--- src/rtl/hpp_pkg.sv ---
// Package for the hypotrochoid pen point pipeline: widths, constants, register codes.
// Used by hpp_div, hpp_cordic and hypotrochoid_pen_point_top. No dependencies.
package hpp_pkg;

    localparam int CORDIC_STAGES_DEF = 16;
    localparam int ATAN_LEN = 24;

    // atan(2^-i) in units of 2^-32 turn
    localparam logic [31:0] ATAN_TAB [ATAN_LEN] = '{
        32'd536870912, 32'd316933407, 32'd167458907, 32'd85004756, 32'd42667331,
        32'd21354465, 32'd10679838, 32'd5340245, 32'd2670163, 32'd1335087,
        32'd667544, 32'd333772, 32'd166886, 32'd83443, 32'd41722, 32'd20861,
        32'd10430, 32'd5215, 32'd2608, 32'd1304, 32'd652, 32'd326, 32'd163, 32'd81
    };

    localparam int XY_W = 34;
    localparam int Z_W = 33;
    localparam logic signed [XY_W-1:0] CORDIC_K = 34'sd652032874;

    // Divider: 32-bit dividend, 4 quotient bits per stage.
    localparam int DIV_W = 32;
    localparam int DIV_BPS = 4;
    localparam int DIV_STG = DIV_W / DIV_BPS;

    typedef enum logic [2:0] {
        REG_GUIDE_TEETH = 3'd0,
        REG_WHEEL_TEETH = 3'd1,
        REG_SCALE       = 3'd2,
        REG_CENTER_X    = 3'd3,
        REG_CENTER_Y    = 3'd4
    } cfg_reg_t;

    localparam logic [7:0]  GUIDE_RST = 8'd96;
    localparam logic [7:0]  WHEEL_RST = 8'd36;
    localparam logic [14:0] SCALE_RST = 15'd16384;

    localparam logic signed [19:0] OUT_MIN = -20'sd524288;
    localparam logic signed [19:0] OUT_MAX = 20'sd524287;

endpackage

--- src/rtl/hpp_cordic.sv ---
// Pipelined rotation-mode CORDIC: cosine and sine (Q30) of a 16-bit turn angle.
// Depends on hpp_pkg for the arctangent table, gain and widths.
module hpp_cordic
#(
    parameter int STAGES = hpp_pkg::CORDIC_STAGES_DEF
)
(
    input  logic                               clk,
    input  logic                               en,
    input  logic [15:0]                        angle,
    output logic signed [hpp_pkg::XY_W-1:0]    cos_out,
    output logic signed [hpp_pkg::XY_W-1:0]    sin_out
);

    logic signed [hpp_pkg::XY_W-1:0] x_reg [STAGES+1];
    logic signed [hpp_pkg::XY_W-1:0] y_reg [STAGES+1];
    logic signed [hpp_pkg::Z_W-1:0]  z_reg [STAGES+1];
    logic [1:0]                      q_reg [STAGES+1];
    logic signed [hpp_pkg::XY_W-1:0] cos_reg;
    logic signed [hpp_pkg::XY_W-1:0] sin_reg;

    logic [15:0] ang_bias;
    logic [1:0]  quad;
    logic [15:0] resid;

    // Reduce to the nearest quarter turn; the residual is kept in 2^-32 turn.
    assign ang_bias = angle + 16'h2000;
    assign quad     = ang_bias[15:14];
    assign resid    = angle - {quad, 14'd0};

    always_ff @(posedge clk)
    begin
        if (en)
        begin
            x_reg[0] <= hpp_pkg::CORDIC_K;
            y_reg[0] <= '0;
            z_reg[0] <= hpp_pkg::Z_W'($signed({resid, 16'd0}));
            q_reg[0] <= quad;
        end
    end

    for (genvar i = 0; i < STAGES; i++) begin : g_iter
        localparam logic signed [hpp_pkg::Z_W-1:0] ATAN_I =
            hpp_pkg::Z_W'(hpp_pkg::ATAN_TAB[i]);
        logic signed [hpp_pkg::XY_W-1:0] dx;
        logic signed [hpp_pkg::XY_W-1:0] dy;
        assign dx = x_reg[i] >>> i;
        assign dy = y_reg[i] >>> i;

        always_ff @(posedge clk)
        begin
            if (en)
            begin
                if (!z_reg[i][hpp_pkg::Z_W-1])
                begin
                    x_reg[i+1] <= x_reg[i] - dy;
                    y_reg[i+1] <= y_reg[i] + dx;
                    z_reg[i+1] <= z_reg[i] - ATAN_I;
                end
                else
                begin
                    x_reg[i+1] <= x_reg[i] + dy;
                    y_reg[i+1] <= y_reg[i] - dx;
                    z_reg[i+1] <= z_reg[i] + ATAN_I;
                end
                q_reg[i+1] <= q_reg[i];
            end
        end
    end

    always_ff @(posedge clk)
    begin
        if (en)
        begin
            case (q_reg[STAGES])
                2'd0:
                begin
                    cos_reg <= x_reg[STAGES];
                    sin_reg <= y_reg[STAGES];
                end
                2'd1:
                begin
                    cos_reg <= -y_reg[STAGES];
                    sin_reg <= x_reg[STAGES];
                end
                2'd2:
                begin
                    cos_reg <= -x_reg[STAGES];
                    sin_reg <= -y_reg[STAGES];
                end
                default:
                begin
                    cos_reg <= y_reg[STAGES];
                    sin_reg <= -x_reg[STAGES];
                end
            endcase
        end
    end

    assign cos_out = cos_reg;
    assign sin_out = sin_reg;

endmodule

--- config.mk ---
export PLATFORM = sky130hd
export DESIGN_NAME = hpp_cordic
export DESIGN_NICKNAME = d
export VERILOG_FILES = /design/src/rtl/hpp_pkg.sv /design/src/rtl/hpp_cordic.sv
export SDC_FILE = /design/constraint.sdc
export NUM_CORES = 2
export LEC_CHECK = 0
export BUFFER_PORTS_ARGS = -buffer_cell sky130_fd_sc_hd__buf_2
export CORE_MARGIN = 3
export CORE_UTILIZATION = 45
export CTS_CLUSTER_DIAMETER = 200
export DETAILED_ROUTE_END_ITERATION = 12
export HOLD_SLACK_MARGIN = 0.15
export PLACE_DENSITY = 0.62
export SLEW_MARGIN = 20
export SYNTH_ARGS = -nofsm -noshare
export SYNTH_HDL_FRONTEND = slang
export SYNTH_SLANG_ARGS = --single-unit
export TNS_END_PERCENT = 100
--- constraint.sdc ---
create_clock -name clk -period 6.5 [get_ports clk]
set_clock_uncertainty 0.15 [all_clocks]
set_input_delay 1.3 -clock clk [delete_from_list [all_inputs] [get_ports clk]]
set_output_delay 1.3 -clock clk [all_outputs]
set_load 0.005 [all_outputs]
# [Word level (Yosys, flattened, before mapping)]
# Memories as Yosys holds them, arrays and structs flattened.
# Cells that the tools add are included.
[totals] out_inout_bits=68 ramBits=1751 elab_cells=304 register_bits=68 inputBits=18 n_memories=4
[memory_table] memory="x_reg" depth=17 word_bits=34 read_ports=17 rd_ports_with_merged_regs=0 wr=17 line_no="hpp_cordic.sv:15" rtl="logic signed [hpp_pkg::XY_W-1:0] x_reg [STAGES+1];"
[memory_table] memory="y_reg" depth=17 word_bits=34 read_ports=17 rd_ports_with_merged_regs=0 wr=17 line_no="hpp_cordic.sv:16" rtl="logic signed [hpp_pkg::XY_W-1:0] y_reg [STAGES+1];"
[memory_table] memory="z_reg" depth=17 word_bits=33 read_ports=16 rd_ports_with_merged_regs=0 wr=17 line_no="hpp_cordic.sv:17" rtl="logic signed [hpp_pkg::Z_W-1:0] z_reg [STAGES+1];"
[memory_table] memory="q_reg" depth=17 word_bits=2 read_ports=17 rd_ports_with_merged_regs=0 wr=17 line_no="hpp_cordic.sv:18" rtl="logic [1:0] q_reg [STAGES+1];"
[classes] n_eq_ne=2 add_sub_neg=99 bitwise=48 n_mux=148 n_reduce_logical=1
[ops] op="$mux W34" n=32
[ops] op="$mux W33" n=16
[ops] op="$pmux W34 S3" n=2
[ops] op="$mux W1" n=98
[ops] op="$add A34 B19 Y34" n=2
[ops] op="$add A34 B20 Y34" n=2
[ops] op="$add A34 B21 Y34" n=2
[ops] op="$add A34 B22 Y34" n=2
[ops] op="$add A34 B23 Y34" n=2
[ops] op="$add A34 B24 Y34" n=2
[ops] op="$add A34 B25 Y34" n=2
[ops] op="$add A34 B26 Y34" n=2
[ops] op="$add A34 B27 Y34" n=2
[ops] op="$add A34 B28 Y34" n=2
[ops] op="$add A34 B29 Y34" n=2
[ops] op="$add A34 B30 Y34" n=2
[ops] op="$add A34 B31 Y34" n=2
[ops] op="$add A34 B32 Y34" n=2
[ops] op="$add A34 B33 Y34" n=2
[ops] op="$neg A34 Y34" n=2
[ops] op="$sub A34 B19 Y34" n=2
[ops] op="$sub A34 B20 Y34" n=2
[ops] op="$sub A34 B21 Y34" n=2
[ops] op="$sub A34 B22 Y34" n=2
[ops] op="51 further kinds" n=110

# [Logic depth before layout (Yosys ltp)]
[depth] ltp_word=4 ltp_mapped=22 depth_no_buf=22

# [Worst setup path after synthesis]
# OpenSTA, ideal clock, no wires.
[synth_path] path_kind="input port to flip-flop" startpoint="in en" endpoint="mem y_reg[7][31] (netlist name), data pin" t_arrival_ps=6028 path_slack_ps=53 t_required_ps=6080 setup_ps=270 path_buffers=4 cell_stages=20 cell_sequence="clkbuf_1 clkbuf_1 nand2_1 inv_1 clkbuf_1 clkbuf_1 nor2_1 xnor2_1 ha_1 o21a_1 o31a_1 o211a_1 a311o_1 a211o_1 a31oi_1 o21ai_0 a31oi_1 o21bai_1 a2111oi_0 nor4_1"
[synth_lines] item="from (decl)" line_no="hpp_cordic.sv:9" rtl="input logic en,"
[synth_lines] item="to (decl)" line_no="hpp_cordic.sv:16"

==> out/metrics.yaml <==
drc: 0
grt_antenna_before_repair: 4
cts.path.max_buffers: 4
cts_tree: "done"
synth_ff_type: "edfxtp_1"
start_kind: "flip-flop"
yosys.area_share.simple: 0.1252
die_area_um2: 284300
drv_cap: 0
grtUsageMet1: 0.3023
grtUsageTotal: 0.2322
ff2ff_path_depth: 19
area_growth_pct: 9.381
wire_per_inst_um: 20.08
rsz0062_at_grt: "false"
async_flop_share: 0
synthAdderAreaFrac: 0.1433
grt_use_met3: 0.02594
std_cell_rows: 192
cts_root_buf: "clkbuf_16"
die_h_um: 533.2
synthMuxAreaShare: 0.009564
crit_end: "y_reg[10][32]$_DFFE_PP_"
synth_top_family_by_area: "compound AO/OA/AOI/OAI gates"
clkSinkCount: 1533
period_share: 0.9256
hold_buffers: 0
grt_pass1_wl_um: 535000
worstMarginPinSlew_ns: 1.131
dr.pass1.iters: 6
start_util: 0.4547
antenna_left: 0
htree_levels: 4
drv_slew: 0
die_w_um: 533.2
finalSetupViolations: 0
hold_class: "flip-flop to flip-flop"
crit_fanout: 5
synth_compound_area_frac: 0.1984
grt_max_degree: 172
netlist_area_um2: 125100
gp_congestion: 0.9454
worstSetupEndpointType: "flip-flop"
final_nets: 14550
use_met2: 0.3998
postCtsSetupRepairBufs: 0
place_area_um2: 130900
synth-xor-area-share: 0.1337
finalHoldViolations: 0
status: "finished, final reports clean"
timing.fmax_mhz: 166.2
postSynthCellCount: 12880
ios: 86
cp.required_ns: 6.95
path_clk_slew_ns: 0.06
drtIter0Drc: 7050
drive_gt1_frac: 0.05255
synth_enable_flop_cells: 1533
largest_reg_flops: 511
cts_resized: 0
ys_warn_count: 0
reg2reg_slack_ns: 0.48
relSlewSlack: 0.2390
criticalPathCategory: "flip-flop to flip-flop"
grt_pass1_vias: 95450
avgSynthCellArea_um2: 9.711
routed_wl_um: 340400
worstReg2RegStart: "x_reg[9][12]$_DFFE_PP_"
drt-vias-per-instance: 5.766
numCtsBuffers: 185
setup_tns_ns: 0
synth_nets: 14310
startpoint: "x_reg[9][12]$_DFFE_PP_"
clk_latency_ns: 0.88
portBuffers: 85
core-area_um2: 275100
seq_area_frac_synth: 0.3681
synth_seq_cells: 1533
cp.arrival_ns: 6.46
design_area_um2: 136800
dr_total_vias: 97740
grt-ovfl-total: 0
ys_types: 86
busiest_layer: "met2"
post-route-min-period_ns: 6.016
worst_r2r_endpoint: "y_reg[10][32]$_DFFE_PP_"
dp_hpwl_um: 271300
## worst max-delay path, cell delays in order (launching register included)
cell and delay, ns:
edfxtp_1 0.53, nor2_1 0.20, nand2_1 0.10, or4_1 0.49
or3_1 0.48, nor4_1 0.63, a21oi_1 0.19, xnor2_1 0.17
ha_1 0.37, and3_1 0.26, and3_1 0.22, a21oi_1 0.15
o211a_1 0.18, o21ai_0 0.10, a41o_1 0.25, nor4_1 0.38
o31ai_1 0.19, a21oi_1 0.22, o21ai_0 0.14, xor2_1 0.36
## synthesized netlist by cell type, types with 41 or more instances
cell type  number  share of area
fa_1           41         0.0066
xnor2_1      1255          0.088
o41ai_1        61         0.0043
ha_1         1367           0.14
nand4_1        75         0.0038
mux2i_1        61         0.0049
a21oi_1      1297          0.052
xor2_1        651          0.046
o21a_1        214          0.013
a21boi_0       53         0.0032
a31oi_1       127         0.0064
nand3_1       193         0.0077
o21bai_1      142         0.0085
and2_1         60         0.0030
mux2_2         48         0.0043
nand2b_1      204          0.010
and3_1        122         0.0061
nand2_1       742          0.022
a211oi_1      102         0.0061
or3_1         105         0.0053
nor2_1       1024          0.031
o31ai_1       134         0.0080
o21ai_0       755          0.030
a21o_1        628          0.038
nor4_1         76         0.0038
or2_2          44         0.0022
nor2b_1       176         0.0088
clkbuf_1      173         0.0052
edfxtp_1     1533           0.37
or4_1          41         0.0025
o211ai_1       43         0.0026
inv_1         509          0.015
nor3_1        296          0.012
## through the flow
step                      utilization  worst slack [ns]  hold slack [ns]  cells
final                          0.4974            0.4837           0.2600  16950
after global routing           0.4974            0.1904           0.2695  16950
after floorplan                     -           0.05257           0.2503  12880
after CTS                      0.4973            0.5574           0.2634  16950
after global placement         0.4757            0.3888           0.2534  16620
after detailed placement       0.4757            0.3678           0.2554  16620
## logic make-up after synthesis
kind of cell / count (synthesis)
adders and majority gates: 1408
muxes: 111
xor gates and xnor gates: 1907
AOI/OAI and AO/OA: 3928
and+or+nand+nor: 3264
buffers and inverters: 728
DFF: 1533
## area by class of cell
| type | count | area, um2 |
|---|---|---|
| well taps | 3686 | 4612 |
| flip-flops and latches | 1533 | 46030 |
| multi-input cells | 10620 | 76330 |
| inverters | 518 | 1944 |
| diodes | 1 | 2.502 |
| clock inverters | 112 | 1175 |
| fillers | 25100 | 138300 |
| repair buffers | 267 | 1944 |
| clock buffers | 215 | 4763 |
## routing by layer
layer	up-vias	part of all wire
li1	48330	-
met1	46460	0.44
met2	2392	0.48
met3	557	0.047
met4	0	0.035
met5	-	0
## worst min path at each step
stage	start	endpoint	slack [ns]	depth (start not counted)
floorplan	q_reg[9][0]$_DFFE_PP_	q_reg[10][0]$_DFFE_PP_	0.25	0
global placement	q_reg[15][1]$_DFFE_PP_	q_reg[16][1]$_DFFE_PP_	0.25	0
detailed placement	z_reg[0][26]$_DFFE_PP_	z_reg[1][26]$_DFFE_PP_	0.26	0
CTS	q_reg[6][1]$_DFFE_PP_	q_reg[7][1]$_DFFE_PP_	0.26	0
global route	q_reg[2][1]$_DFFE_PP_	q_reg[3][1]$_DFFE_PP_	0.27	0
finish	q_reg[6][1]$_DFFE_PP_	q_reg[7][1]$_DFFE_PP_	0.26	0
## layout by cell type (no fill, tap or decap), types with 296 or more instances in the layout
| master | instances |
|---|---|
| ha_1 | 1367 |
| xnor2_1 | 1255 |
| nand2_1 | 735 |
| inv_1 | 507 |
| nor3_1 | 296 |
| a21o_1 | 628 |
| edfxtp_1 | 1533 |
| nor2_1 | 1024 |
| a21oi_1 | 1297 |
| xor2_1 | 651 |
| o21ai_0 | 755 |
Power is not shown: default switching activity piles up to over one toggle a cycle in this logic, so the estimate is an artifact.
