<file path="src/rtl/hpp_pkg.sv">
// Package for the hypotrochoid pen point pipeline: widths, constants, register codes.
// Used by hpp_div, hpp_cordic and hypotrochoid_pen_point_top. No dependencies.
package hpp_pkg;

    localparam int CORDIC_STAGES_DEF = 16;
    localparam int ATAN_LEN = 24;

    // atan(2^-i) in units of 2^-32 turn
    localparam logic [31:0] ATAN_TAB [ATAN_LEN] = '{
        32'd536870912, 32'd316933407, 32'd167458907, 32'd85004756, 32'd42667331,
        32'd21354465, 32'd10679838, 32'd5340245, 32'd2670163, 32'd1335087,
        32'd667544, 32'd333772, 32'd166886, 32'd83443, 32'd41722, 32'd20861,
        32'd10430, 32'd5215, 32'd2608, 32'd1304, 32'd652, 32'd326, 32'd163, 32'd81
    };

    localparam int XY_W = 34;
    localparam int Z_W = 33;
    localparam logic signed [XY_W-1:0] CORDIC_K = 34'sd652032874;

    // Divider: 32-bit dividend, 4 quotient bits per stage.
    localparam int DIV_W = 32;
    localparam int DIV_BPS = 4;
    localparam int DIV_STG = DIV_W / DIV_BPS;

    typedef enum logic [2:0] {
        REG_GUIDE_TEETH = 3'd0,
        REG_WHEEL_TEETH = 3'd1,
        REG_SCALE       = 3'd2,
        REG_CENTER_X    = 3'd3,
        REG_CENTER_Y    = 3'd4
    } cfg_reg_t;

    localparam logic [7:0]  GUIDE_RST = 8'd96;
    localparam logic [7:0]  WHEEL_RST = 8'd36;
    localparam logic [14:0] SCALE_RST = 15'd16384;

    localparam logic signed [19:0] OUT_MIN = -20'sd524288;
    localparam logic signed [19:0] OUT_MAX = 20'sd524287;

endpackage

</file>
<file path="src/rtl/hpp_div.sv">
// Pipelined restoring divider giving the low 16 quotient bits of num / den.
// Depends on hpp_pkg for the dividend width and bits per stage.
module hpp_div
(
    input  logic                          clk,
    input  logic                          en,
    input  logic [hpp_pkg::DIV_W-1:0]     num,
    input  logic [8:0]                    den,
    input  logic                          neg,
    output logic [15:0]                   quo,
    output logic                          neg_out
);

    logic [hpp_pkg::DIV_W-1:0] num_reg [hpp_pkg::DIV_STG];
    logic [8:0]                rem_reg [hpp_pkg::DIV_STG];
    logic [15:0]               quo_reg [hpp_pkg::DIV_STG];
    logic                      neg_reg [hpp_pkg::DIV_STG];

    for (genvar s = 0; s < hpp_pkg::DIV_STG; s++) begin : g_stage
        logic [hpp_pkg::DIV_W-1:0] num_src;
        logic [8:0]                rem_src;
        logic [15:0]               quo_src;
        logic                      neg_src;
        logic [hpp_pkg::DIV_W-1:0] num_next;
        logic [8:0]                rem_next;
        logic [15:0]               quo_next;

        if (s == 0) begin : g_first
            assign num_src = num;
            assign rem_src = '0;
            assign quo_src = '0;
            assign neg_src = neg;
        end
        else begin : g_rest
            assign num_src = num_reg[s-1];
            assign rem_src = rem_reg[s-1];
            assign quo_src = quo_reg[s-1];
            assign neg_src = neg_reg[s-1];
        end

        always_comb
        begin
            logic [9:0] r2;
            num_next = num_src;
            rem_next = rem_src;
            quo_next = quo_src;
            for (int b = 0; b < hpp_pkg::DIV_BPS; b++)
            begin
                r2 = {rem_next, num_next[hpp_pkg::DIV_W-1]};
                num_next = {num_next[hpp_pkg::DIV_W-2:0], 1'b0};
                if (r2 >= {1'b0, den})
                begin
                    rem_next = 9'(r2 - {1'b0, den});
                    quo_next = {quo_next[14:0], 1'b1};
                end
                else
                begin
                    rem_next = r2[8:0];
                    quo_next = {quo_next[14:0], 1'b0};
                end
            end
        end

        always_ff @(posedge clk)
        begin
            if (en)
            begin
                num_reg[s] <= num_next;
                rem_reg[s] <= rem_next;
                quo_reg[s] <= quo_next;
                neg_reg[s] <= neg_src;
            end
        end
    end

    assign quo     = quo_reg[hpp_pkg::DIV_STG-1];
    assign neg_out = neg_reg[hpp_pkg::DIV_STG-1];

endmodule

</file>
<file path="config.mk">
export PLATFORM = sky130hd
export DESIGN_NAME = hpp_div
export DESIGN_NICKNAME = d
export VERILOG_FILES = /design/src/rtl/hpp_pkg.sv /design/src/rtl/hpp_div.sv
export SDC_FILE = /design/constraint.sdc
export NUM_CORES = 1
export LEC_CHECK = 0
export BUFFER_PORTS_ARGS = -buffer_cell sky130_fd_sc_hd__buf_2
export CORE_ASPECT_RATIO = 0.9
export CORE_MARGIN = 2
export CORE_UTILIZATION = 55
export CTS_BUF_LIST = sky130_fd_sc_hd__clkbuf_8
export CTS_CLUSTER_SIZE = 40
export DETAILED_ROUTE_END_ITERATION = 10
export PLACE_DENSITY = 0.75
export SLEW_MARGIN = 20
export SYNTH_ARGS = -nofsm -noshare
export SYNTH_HDL_FRONTEND = slang
export SYNTH_SLANG_ARGS = --single-unit
</file>
<file path="constraint.sdc">
create_clock -name clk -period 9.65 [get_ports clk]
set_clock_uncertainty 0.05 [all_clocks]
set_input_delay 0 -clock clk [delete_from_list [all_inputs] [get_ports clk]]
set_output_delay 0 -clock clk [all_outputs]
set_load 0.005 [all_outputs]
</file>
# Word level (Yosys, flattened, before mapping)
# Memory sizes are Yosys's and may differ from the RTL's.
# Cells that the tools add are included.
totals:
  reg_bits: 0
  mem_bits_rw: 432
  in_bits: 44
  output_inout_bits: 17
  wordCells: 134
  mem_count: 4
op_classes:
  add_sub_neg: 32
  n_lt_le_gt_ge: 32
  mux: 66
mem_list:
  columns: ["memory", "depth", "width", "read_ports", "rd_clocked_by_memory_dff", "wr", "line", "source"]
  rows:
  - ["num_reg", 8, 28, 7, 0, 8, "hpp_div.sv:14", "logic [hpp_pkg::DIV_W-1:0] num_reg [hpp_pkg::DIV_STG];"]
  - ["quo_reg", 8, 16, 8, 0, 8, "hpp_div.sv:16", "logic [15:0] quo_reg [hpp_pkg::DIV_STG];"]
  - ["rem_reg", 8, 9, 7, 0, 8, "hpp_div.sv:15", "logic [8:0] rem_reg [hpp_pkg::DIV_STG];"]
  - ["neg_reg", 8, 1, 8, 0, 8, "hpp_div.sv:17", "logic neg_reg [hpp_pkg::DIV_STG];"]
op_table:
  columns: ["operator", "count"]
  rows:
  - ["$ge 10x9->1", 31]
  - ["$mux 9", 32]
  - ["$sub 9x9->9", 31]
  - ["$mux 1", 34]
  - ["$ge 1x9->1", 1]
  - ["$sub 1x9->9", 1]

# Depth between registers and ports, before layout
# Gate-level depths: netlist of run 1.
# An unclocked memory read counts as a cell.
logic_depth:
  word_depth: 9
  ltp_mapped: 41
  ltp_nobuf: 38

# Worst setup path after synthesis of run 1
# No wires, ideal clock.
synth_timing:
  kind: "input -> register"
  from: "in den[1]"
  to: "mem rem_reg[3][1] (data pin)"
  setup_time_ns: 0.260
  arrival_ns: 9.117
  required_time_ns: 9.340
  setup_slack_ns: 0.223
  path_stages: 34
  path_buffers: 2
  cell_sequence: "inv_1 > fa_1 > a211oi_1 > o21ai_0 > a31o_2 > a21oi_2 > mux2_2 > ha_1 > nor2b_1 > o21ai_0 > a21oi_1 > a2111oi_0 > o211ai_1 > clkbuf_1 > nor2_1 > a21oi_1 > fa_1 > a21o_1 > a21oi_1 > o21ai_0 > a211oi_1 > o21a_1 > o221a_2 > clkbuf_1 > mux2_2 > ha_1 > nand2_1 > nand2_1 > a21oi_1 > o21ai_0 > a21oi_1 > nor2b_1 > nor4b_4 > mux2_2"
synth_rtl:
  columns: ["item", "line", "source"]
  rows:
  - ["start, declared", "hpp_div.sv:8", "input logic [8:0] den,"]
  - ["end, declared", "hpp_div.sv:15", null]

==> results of run 1 <==
synthesized netlist by cell type (all sizes together) (28+ instances only):
master,instances,area share (%)
ha,281,17
edfxtp,223,32
a21oi,179,4.4
mux2,150,8.2
inv,141,2.6
o21ai,133,3.2
nor2,132,2.4
xnor2,117,5.0
nand2,92,1.7
a21o,68,2.5
xor2,61,2.6
nor2b,43,1.3
nand4,42,1.3
nor3,37,0.90
nand2b,35,1.1
fa,30,2.9
o21a,28,1.0
final cells by class:
class	count	area share [%]
repair buffers	143	4.53
well taps	483	2.62
flip-flops and latches	223	29.1
inverters	142	2.31
clock inverters	30	1.11
multi-input cells	1667	57.8
clock buffers	42	2.51
logic make-up (layout without fill, tap and decap cells):
logic type / Yosys count / in the layout / share of synthesized area [%]
AOI/OAI and AO/OA: 551 / 551 / 16.7
and+or+nand+nor: 453 / 453 / 11.0
adders and majority gates: 311 / 311 / 20.0
DFF: 223 / 223 / 32.5
xor gates and xnor gates: 178 / 178 / 7.56
muxes: 174 / 174 / 9.37
buffers and inverters: 164 / 357 / 3.01
per-stage QoR:
| step | hold WS (ns) | setup slack (ns) |
|---|---|---|
| global placement | 0.126 | 0.596 |
| floorplan | 0.0489 | 0.223 |
| global route | 0.0202 | -0.0266 |
| CTS | 0.000208 | 0.318 |
| finish | 0.0478 | 0.630 |
| detailed placement | 0.128 | 0.188 |
critical path, delay by kind of cell (launching register included):
kind,cells,cell delay (ns)
AOI/OAI and AO/OA,17,3.73
adders and majority gates,5,1.74
and+or+nand+nor,8,1.12
muxes,3,0.98
buffers and inverters,5,0.73
DFF,1,0.41
path summary, 6_finish.rpt:
check	cells past startpoint	startpoint	endpoint	slack [ns]
setup / recovery	38	num_reg[4][27]$_DFFE_PP_	rem_reg[5][2]$_DFFE_PP_	0.63
hold / removal	2	num[17]	num_reg[0][17]$_DFFE_PP_	0.05
setup reg to reg	38	num_reg[4][27]$_DFFE_PP_	rem_reg[5][2]$_DFFE_PP_	0.63
hold reg to reg	0	quo_reg[1][41]$_DFFE_PP_	quo_reg[1][61]$_DFFE_PP_	0.35
what timing repair did:
| action | CTS | global route |
|---|---|---|
| gates resized for setup | 0 | 3 |
| buffers inserted | 0 | 6 |
| hold endpoints to repair | 116 | 0 |
| hold buffers | 34 | 0 |
| endpoints found under the setup margin | 0 | 32 |
metal layers:
| layer | vias up | track usage, % |
|---|---|---|
| met3 | 105 | 4.35 |
| met4 | 0 | 8.19 |
| li1 | 8007 | - |
| met5 | - | 0 |
| met1 | 7647 | 32.0 |
| met2 | 375 | 41.9 |
==> metrics.txt, run 1 <==
Ports 61; Root Buffer clkbuf_8; FMAX 111 MHz; Top Metal Used met4; commonest non-fill, non-tap cell in the layout ha_1; routed length per instance 17.7 um; WL met3 between 2 and 2.5 mm; Placed Area between 20000 and 25000 um2; Final Max Slew Viols 0; startpoint types flop; count of yosys warnings during synthesis 0; max_cap viols 0; Syn Nets around 2.4k; Die Wd between 200 and 250 um; first-pass GRT wire length slightly below 80 mm; fin area ~23000 um2; total CTS buffers 42; setup TNS 0 ns; Mapped Area slightly above 20000 um2; Syn-to-layout area delta 11.6%; wl on met1 22.0 mm; Reg clk slew, reported paths roughly 0.060 ns; Slew HR a little over a quarter; final wirelength between 40 and 50 mm; Main synth FF type edfxtp_1; crit path kind reg2reg; async set-reset flop share out of synthesis 0%; Syn Inst Count between 2k and 2.5k; vias per inst 5.91; H-tree Lvls 2; CP endpoint kind flop; Largest register FFs about 110; gp weighted congestion approximately 0.91; initial drt markers 947; FILL cells just over 3k; drt pass-1 iters 4; GRT Util Overall about 25%; sequential cell area 6700 um2; commonest cells after routing, fill and taps aside ha_1 (281), edfxtp_1 (223), a21oi_1 (178), mux2_2 (149), inv_1 (148); slowest stage delay, CP ~0.50 ns; die area between 30000 and 40000 um2; initial antenna violation count 0; sequential-to-total area share from yosys stat about a third; slowest CP cell fa_1; drt drc 0; Final period util between 90 and 100%; Post-synth EDFFs about 220; Post-layout nets 2574; Skew-Pair Late Insertion Delay 0.61 ns; placed insts between 2k and 3k; Cell Count, Final, Fillers Out ~2.7k; Remaining Overflow, GRT 0; CP Max Fanout 12; Die Span Y 188 um; I/O Buffers 60; syn avg cell area ~10 um2; vias in the first global route ~16k; setup violators final 0; Critical Path AT between 9 and 10 ns; area occupied by multi-input gates between 10000 and 15000 um2; maximum clock insertion buffer count 3; Final Core Density between 60 and 70%; met2 wire length roughly 22 mm; most frequent CP cell a21oi_1; DR vias 16.1k; cell row count 67; Yosys cell types 72; Slew @ Worst Pin 1.06 ns; post-layout min period roughly 9.0 ns; CP required roughly 10 ns; antenna cell count 0; CTS tree built; outcome finished, final reports clean; post-detail-place hpwl around 36 mm; largest net degree at the start of global routing 89; Initial Utilization around 56%; post-synthesis sequential element count approximately 220; Sink Count around 220; core area between 30000 and 40000 um2; fraction of layout cells with a size suffix above 1 between 10% and 20%; worst min path class in2reg; Final ANT Viol Nets 0; final hold violations 0
Power of run 1 is left out: the tool's default activity adds up to more than one toggle a clock period on the data nets, which glitch-free logic cannot reach.
==> inputs of run 2 (changes only) <==
Settings changed: CORE_UTILIZATION 55 to 50, PLACE_DENSITY 0.75 to 0.69.
==> metrics.txt, run 2 (synthesis results as in run 1) <==
Sink Count 223; cell row count 70; Initial Utilization about half; unrepaired setup endpoints after global routing no; crit path from num_reg[0][27]$_DFFE_PP_; slowest CP cell fa_1; setup TNS 0 ns; slowest stage delay, CP about 0.5 ns; final wirelength 49.0 mm; CP Max Fanout 13; initial antenna violation count 1; CP required about 10 ns; Critical Path AT ~9.3 ns; I/O Buffers 60; Die Span Y 197 um; Skew-Pair Late Insertion Delay about 0.61 ns; Placed Area approximately 22000 um2; Post-Place Setup Slack approximately 0.38 ns; Final ANT Viol Nets 0; post-layout min period 9.03 ns; commonest cells after routing, fill and taps aside ha_1 (281), edfxtp_1 (223), a21oi_1 (178), mux2_2 (149), inv_1 (146); max_cap viols 0; initial drt markers around 1.2k; gp weighted congestion around 0.91; Final period util 93.5%; GRT Util Overall a little under a quarter; startpoint types flop; Largest register FFs ~110; Die Wd around 220 um; DR vias between 15k and 20k; fin area 23100 um2; setup violators final 0; Root Buffer clkbuf_8; final hold violations 0; CTS tree built; Slew HR 34.2%; vias in the first global route about 16k; total CTS buffers between 40 and 50; Post-layout nets around 2.6k; worst min path class in2reg; reg2reg start num_reg[0][27]$_DFFE_PP_; Ports roughly 60; drt pass-1 iters 5; Syn-to-layout area delta 11.8%; core area ~40000 um2; commonest non-fill, non-tap cell in the layout ha_1; H-tree Lvls 2; Final WS setup around 0.62 ns; antenna cell count 0; Slew @ Worst Pin 0.988 ns; crit path kind reg2reg; fraction of layout cells with a size suffix above 1 around 16%; Final Max Slew Viols 0; CP endpoint kind flop; vias per inst just under 6; routed length per instance about 18 um; FMAX approximately 110 MHz; most frequent CP cell a21oi_1; outcome finished, final reports clean; Reg clk slew, reported paths around 0.06 ns; worst hold slack approximately 0.053 ns; Remaining Overflow, GRT 0; drt drc 0; largest net degree at the start of global routing 84; hold path startpoint num[26]; FILL cells between 3k and 4k; first-pass GRT wire length approximately 80 mm; maximum clock insertion buffer count 3; die area roughly 43000 um2; post-detail-place hpwl around 37 mm
[run 2: changes by cell type in the layout (fill, tap and decap cells not counted), sizes merged]
cell / change
buf: +13
clkinvlp: +1
dlygate4sd3: -3
clkinv: +5
bufinv: -3
inv: -2
clkbuf: -1
[run 2: final cells by class]
| type | instances | area (um2) | area share [%] |
|---|---|---|---|
| Multi-Input combinational cell | 1667 | 13300 | 57.8 |
| Inverter | 142 | 534 | 2.32 |
| Timing Repair Buffer | 153 | 1090 | 4.71 |
| Sequential cell | 223 | 6700 | 29.0 |
| Clock buffer | 41 | 564 | 2.45 |
| Clock inverter | 31 | 183 | 0.792 |
| Tap cell | 540 | 676 | 2.93 |
[run 2: critical path: cells and delay by family, from the launching register on]
family	cells	cell delay, ns
flops	1	0.41
mux	3	1.06
buf+inv	3	0.33
simple gates	8	1.55
fa+ha+maj	5	1.73
compound gates	15	3.60
[run 2: what timing repair did]
action	in CTS	in global routing
resized for setup	0	7
setup buffers	0	7
setup endpoints to repair	0	42
hold buffers	31	0
hold endpoints to repair	111	0
[run 2: path summary, 6_finish.rpt]
path,end,slack [ns],depth (start not counted)
setup / recovery,rem_reg[1][8]$_DFFE_PP_,0.62,34
setup reg to reg,rem_reg[1][8]$_DFFE_PP_,0.62,34
hold / removal,num_reg[0][26]$_DFFE_PP_,0.05,2
hold reg to reg,num_reg[1][26]$_DFFE_PP_,0.36,0
[run 2: through the flow]
| step | utilization, % | instances |
|---|---|---|
| after floorplan | - | 2054 |
| after global placement | 54.0 | 2687 |
| after detailed placement | 54.0 | 2687 |
| after CTS | 56.6 | 2790 |
| after global routing | 56.8 | 2797 |
| final | 56.8 | 2797 |
[run 2: metal layers]
| layer | share of wire (%) | track usage (%) | vias to the layer above |
|---|---|---|---|
| met5 | 0 | 0 | - |
| met4 | 2.6 | 7.31 | 0 |
| met3 | 4.9 | 3.41 | 96 |
| met2 | 46 | 37.7 | 420 |
| met1 | 47 | 31.5 | 7713 |
| li1 | - | - | 8027 |
Power of run 2 is left out for the same reason.
==> inputs of run 3 (changes only) <==
Settings changed: CORE_UTILIZATION 50 to 45, CTS_CLUSTER_DIAMETER set to 120, GPL_TIMING_DRIVEN set to 0, PLACE_DENSITY 0.69 to unset.
==> metrics.txt, run 3 (synthesis results as in run 1) <==
outcome finished, final reports clean; gp weighted congestion between 0.8 and 0.9; drt pass-1 iters 6; CP Max Fanout 10; worst min path class in2reg; initial drt markers between 700 and 800; Die Span Y 207 um; drt drc 0; Slew HR 48.9%; R2R Path End rem_reg[1][3]$_DFFE_PP_; CTS tree built; Reg clk slew, reported paths between 0.15 and 0.2 ns; largest net degree at the start of global routing 104; DR vias 15.6k; post-layout min period 9.04 ns; GRT Util Overall a little under a fifth; fraction of layout cells with a size suffix above 1 14.6%; Initial Utilization a little under half; startpoint types flop; crit path kind reg2reg; routed length per instance approximately 16 um; Ports 61; Sink Count around 220; core area 45400 um2; path depth of the worst reg2reg path 37; slowest CP cell fa_1; antenna cell count 0; Syn-to-layout area delta 10.9%; Critical Path AT between 9 and 10 ns; Skew-Pair Late Insertion Delay roughly 0.59 ns; slowest stage delay, CP roughly 0.45 ns; Final WS setup 0.615 ns; max_cap viols 0; vias per inst 5.58; vias in the first global route ~15k; setup violators final 0; Largest register FFs roughly 110; crit path from num_reg[0][27]$_DFFE_PP_; first-pass GRT wire length about 75 mm; Post-Place Setup Slack -1.03 ns; Final period util between 90% and 100%; most frequent CP cell a21oi_1; post-detail-place hpwl about 34 mm; Post-layout nets 2542; total CTS buffers 12; crit path to rem_reg[1][3]$_DFFE_PP_; maximum clock insertion buffer count 3; reg2reg start num_reg[0][27]$_DFFE_PP_; final wirelength approximately 45 mm; H-tree Lvls 1; Remaining Overflow, GRT 0; Slew @ Worst Pin approximately 0.75 ns; CP endpoint kind flop; die area 47600 um2; CP Buf/Inv Count 5; I/O Buffers 60; worst reg2reg setup slack 0.61 ns; CP required about 10 ns; commonest non-fill, non-tap cell in the layout ha_1; FILL cells between 4k and 5k; WP depth 37; unrepaired setup endpoints after global routing no; final hold violations 0; FMAX 111 MHz; cell row count 74; Final ANT Viol Nets 0; Root Buffer clkbuf_8; commonest cells after routing, fill and taps aside ha_1 (281), edfxtp_1 (223), a21oi_1 (171), mux2_2 (149), inv_1 (133); Die Wd 230 um; Final Max Slew Viols 0; initial antenna violation count 0; CP delay by family, top compound AO/OA/AOI/OAI gates
==> run 3: cell type report <==
class | instances | area (um2) | share of cell area, %
multi-input combinational | 1667 | 13400 | 58.7
sequential | 223 | 6700 | 29.3
timing repair buffer | 120 | 1020 | 4.46
tap | 608 | 761 | 3.32
inverter | 142 | 539 | 2.36
clock buffer | 13 | 179 | 0.782
clock inverter | 7 | 164 | 0.716
buffer | 21 | 98.8 | 0.432
==> run 3: how the worst min path moves through the flow <==
stage,slack [ns],depth (start not counted),startpoint,endpoint
6_report,0.05,2,num[18],num_reg[0][18]$_DFFE_PP_
5_1_grt,0.001,2,num[12],num_reg[0][12]$_DFFE_PP_
4_1_cts,0.0006,2,num[13],num_reg[0][13]$_DFFE_PP_
3_5_place_dp,0.13,1,num[3],num_reg[0][3]$_DFFE_PP_
3_3_place_gp,0.13,1,num[4],num_reg[0][4]$_DFFE_PP_
2_1_floorplan,0.05,0,neg,neg_reg[0][0]$_DFFE_PP_
==> run 3: layer usage <==
metal | part of all wire (%) | up-vias | GRT usage, % | routed length (um)
met2 | 47 | 184 | 32.5 | 21400
met5 | 0 | - | 0 | 0
met1 | 49 | 7472 | 25.8 | 22300
met3 | 2.6 | 42 | 2.01 | 1180
li1 | - | 7930 | - | -
met4 | 1.3 | 0 | 3.03 | 604
==> run 3: through the flow <==
step	utilization, %	TNS, ns	std cells	cell area, um2	hold WS, ns
after floorplan	-	0	2054	20600	0.0489
after global placement	47.8	-126.66	2722	21700	0.126
after detailed placement	48.4	-29.92	2732	21900	0.129
after CTS	50.1	0	2794	22700	0.000583
after global routing	50.5	0	2801	22900	0.00141
final	50.5	0	2801	22900	0.0498
==> run 3: timing repair <==
action | 4_1_cts | 5_1_grt
hold endpoints to repair | 70 | 0
buffers inserted | 4 | 8
gates resized for setup | 3 | 48
hold buffers | 38 | 0
pin swaps | 2 | 3
gates cloned | 0 | 0
setup endpoints to repair | 19 | 66
Power of run 3 is left out for the same reason.
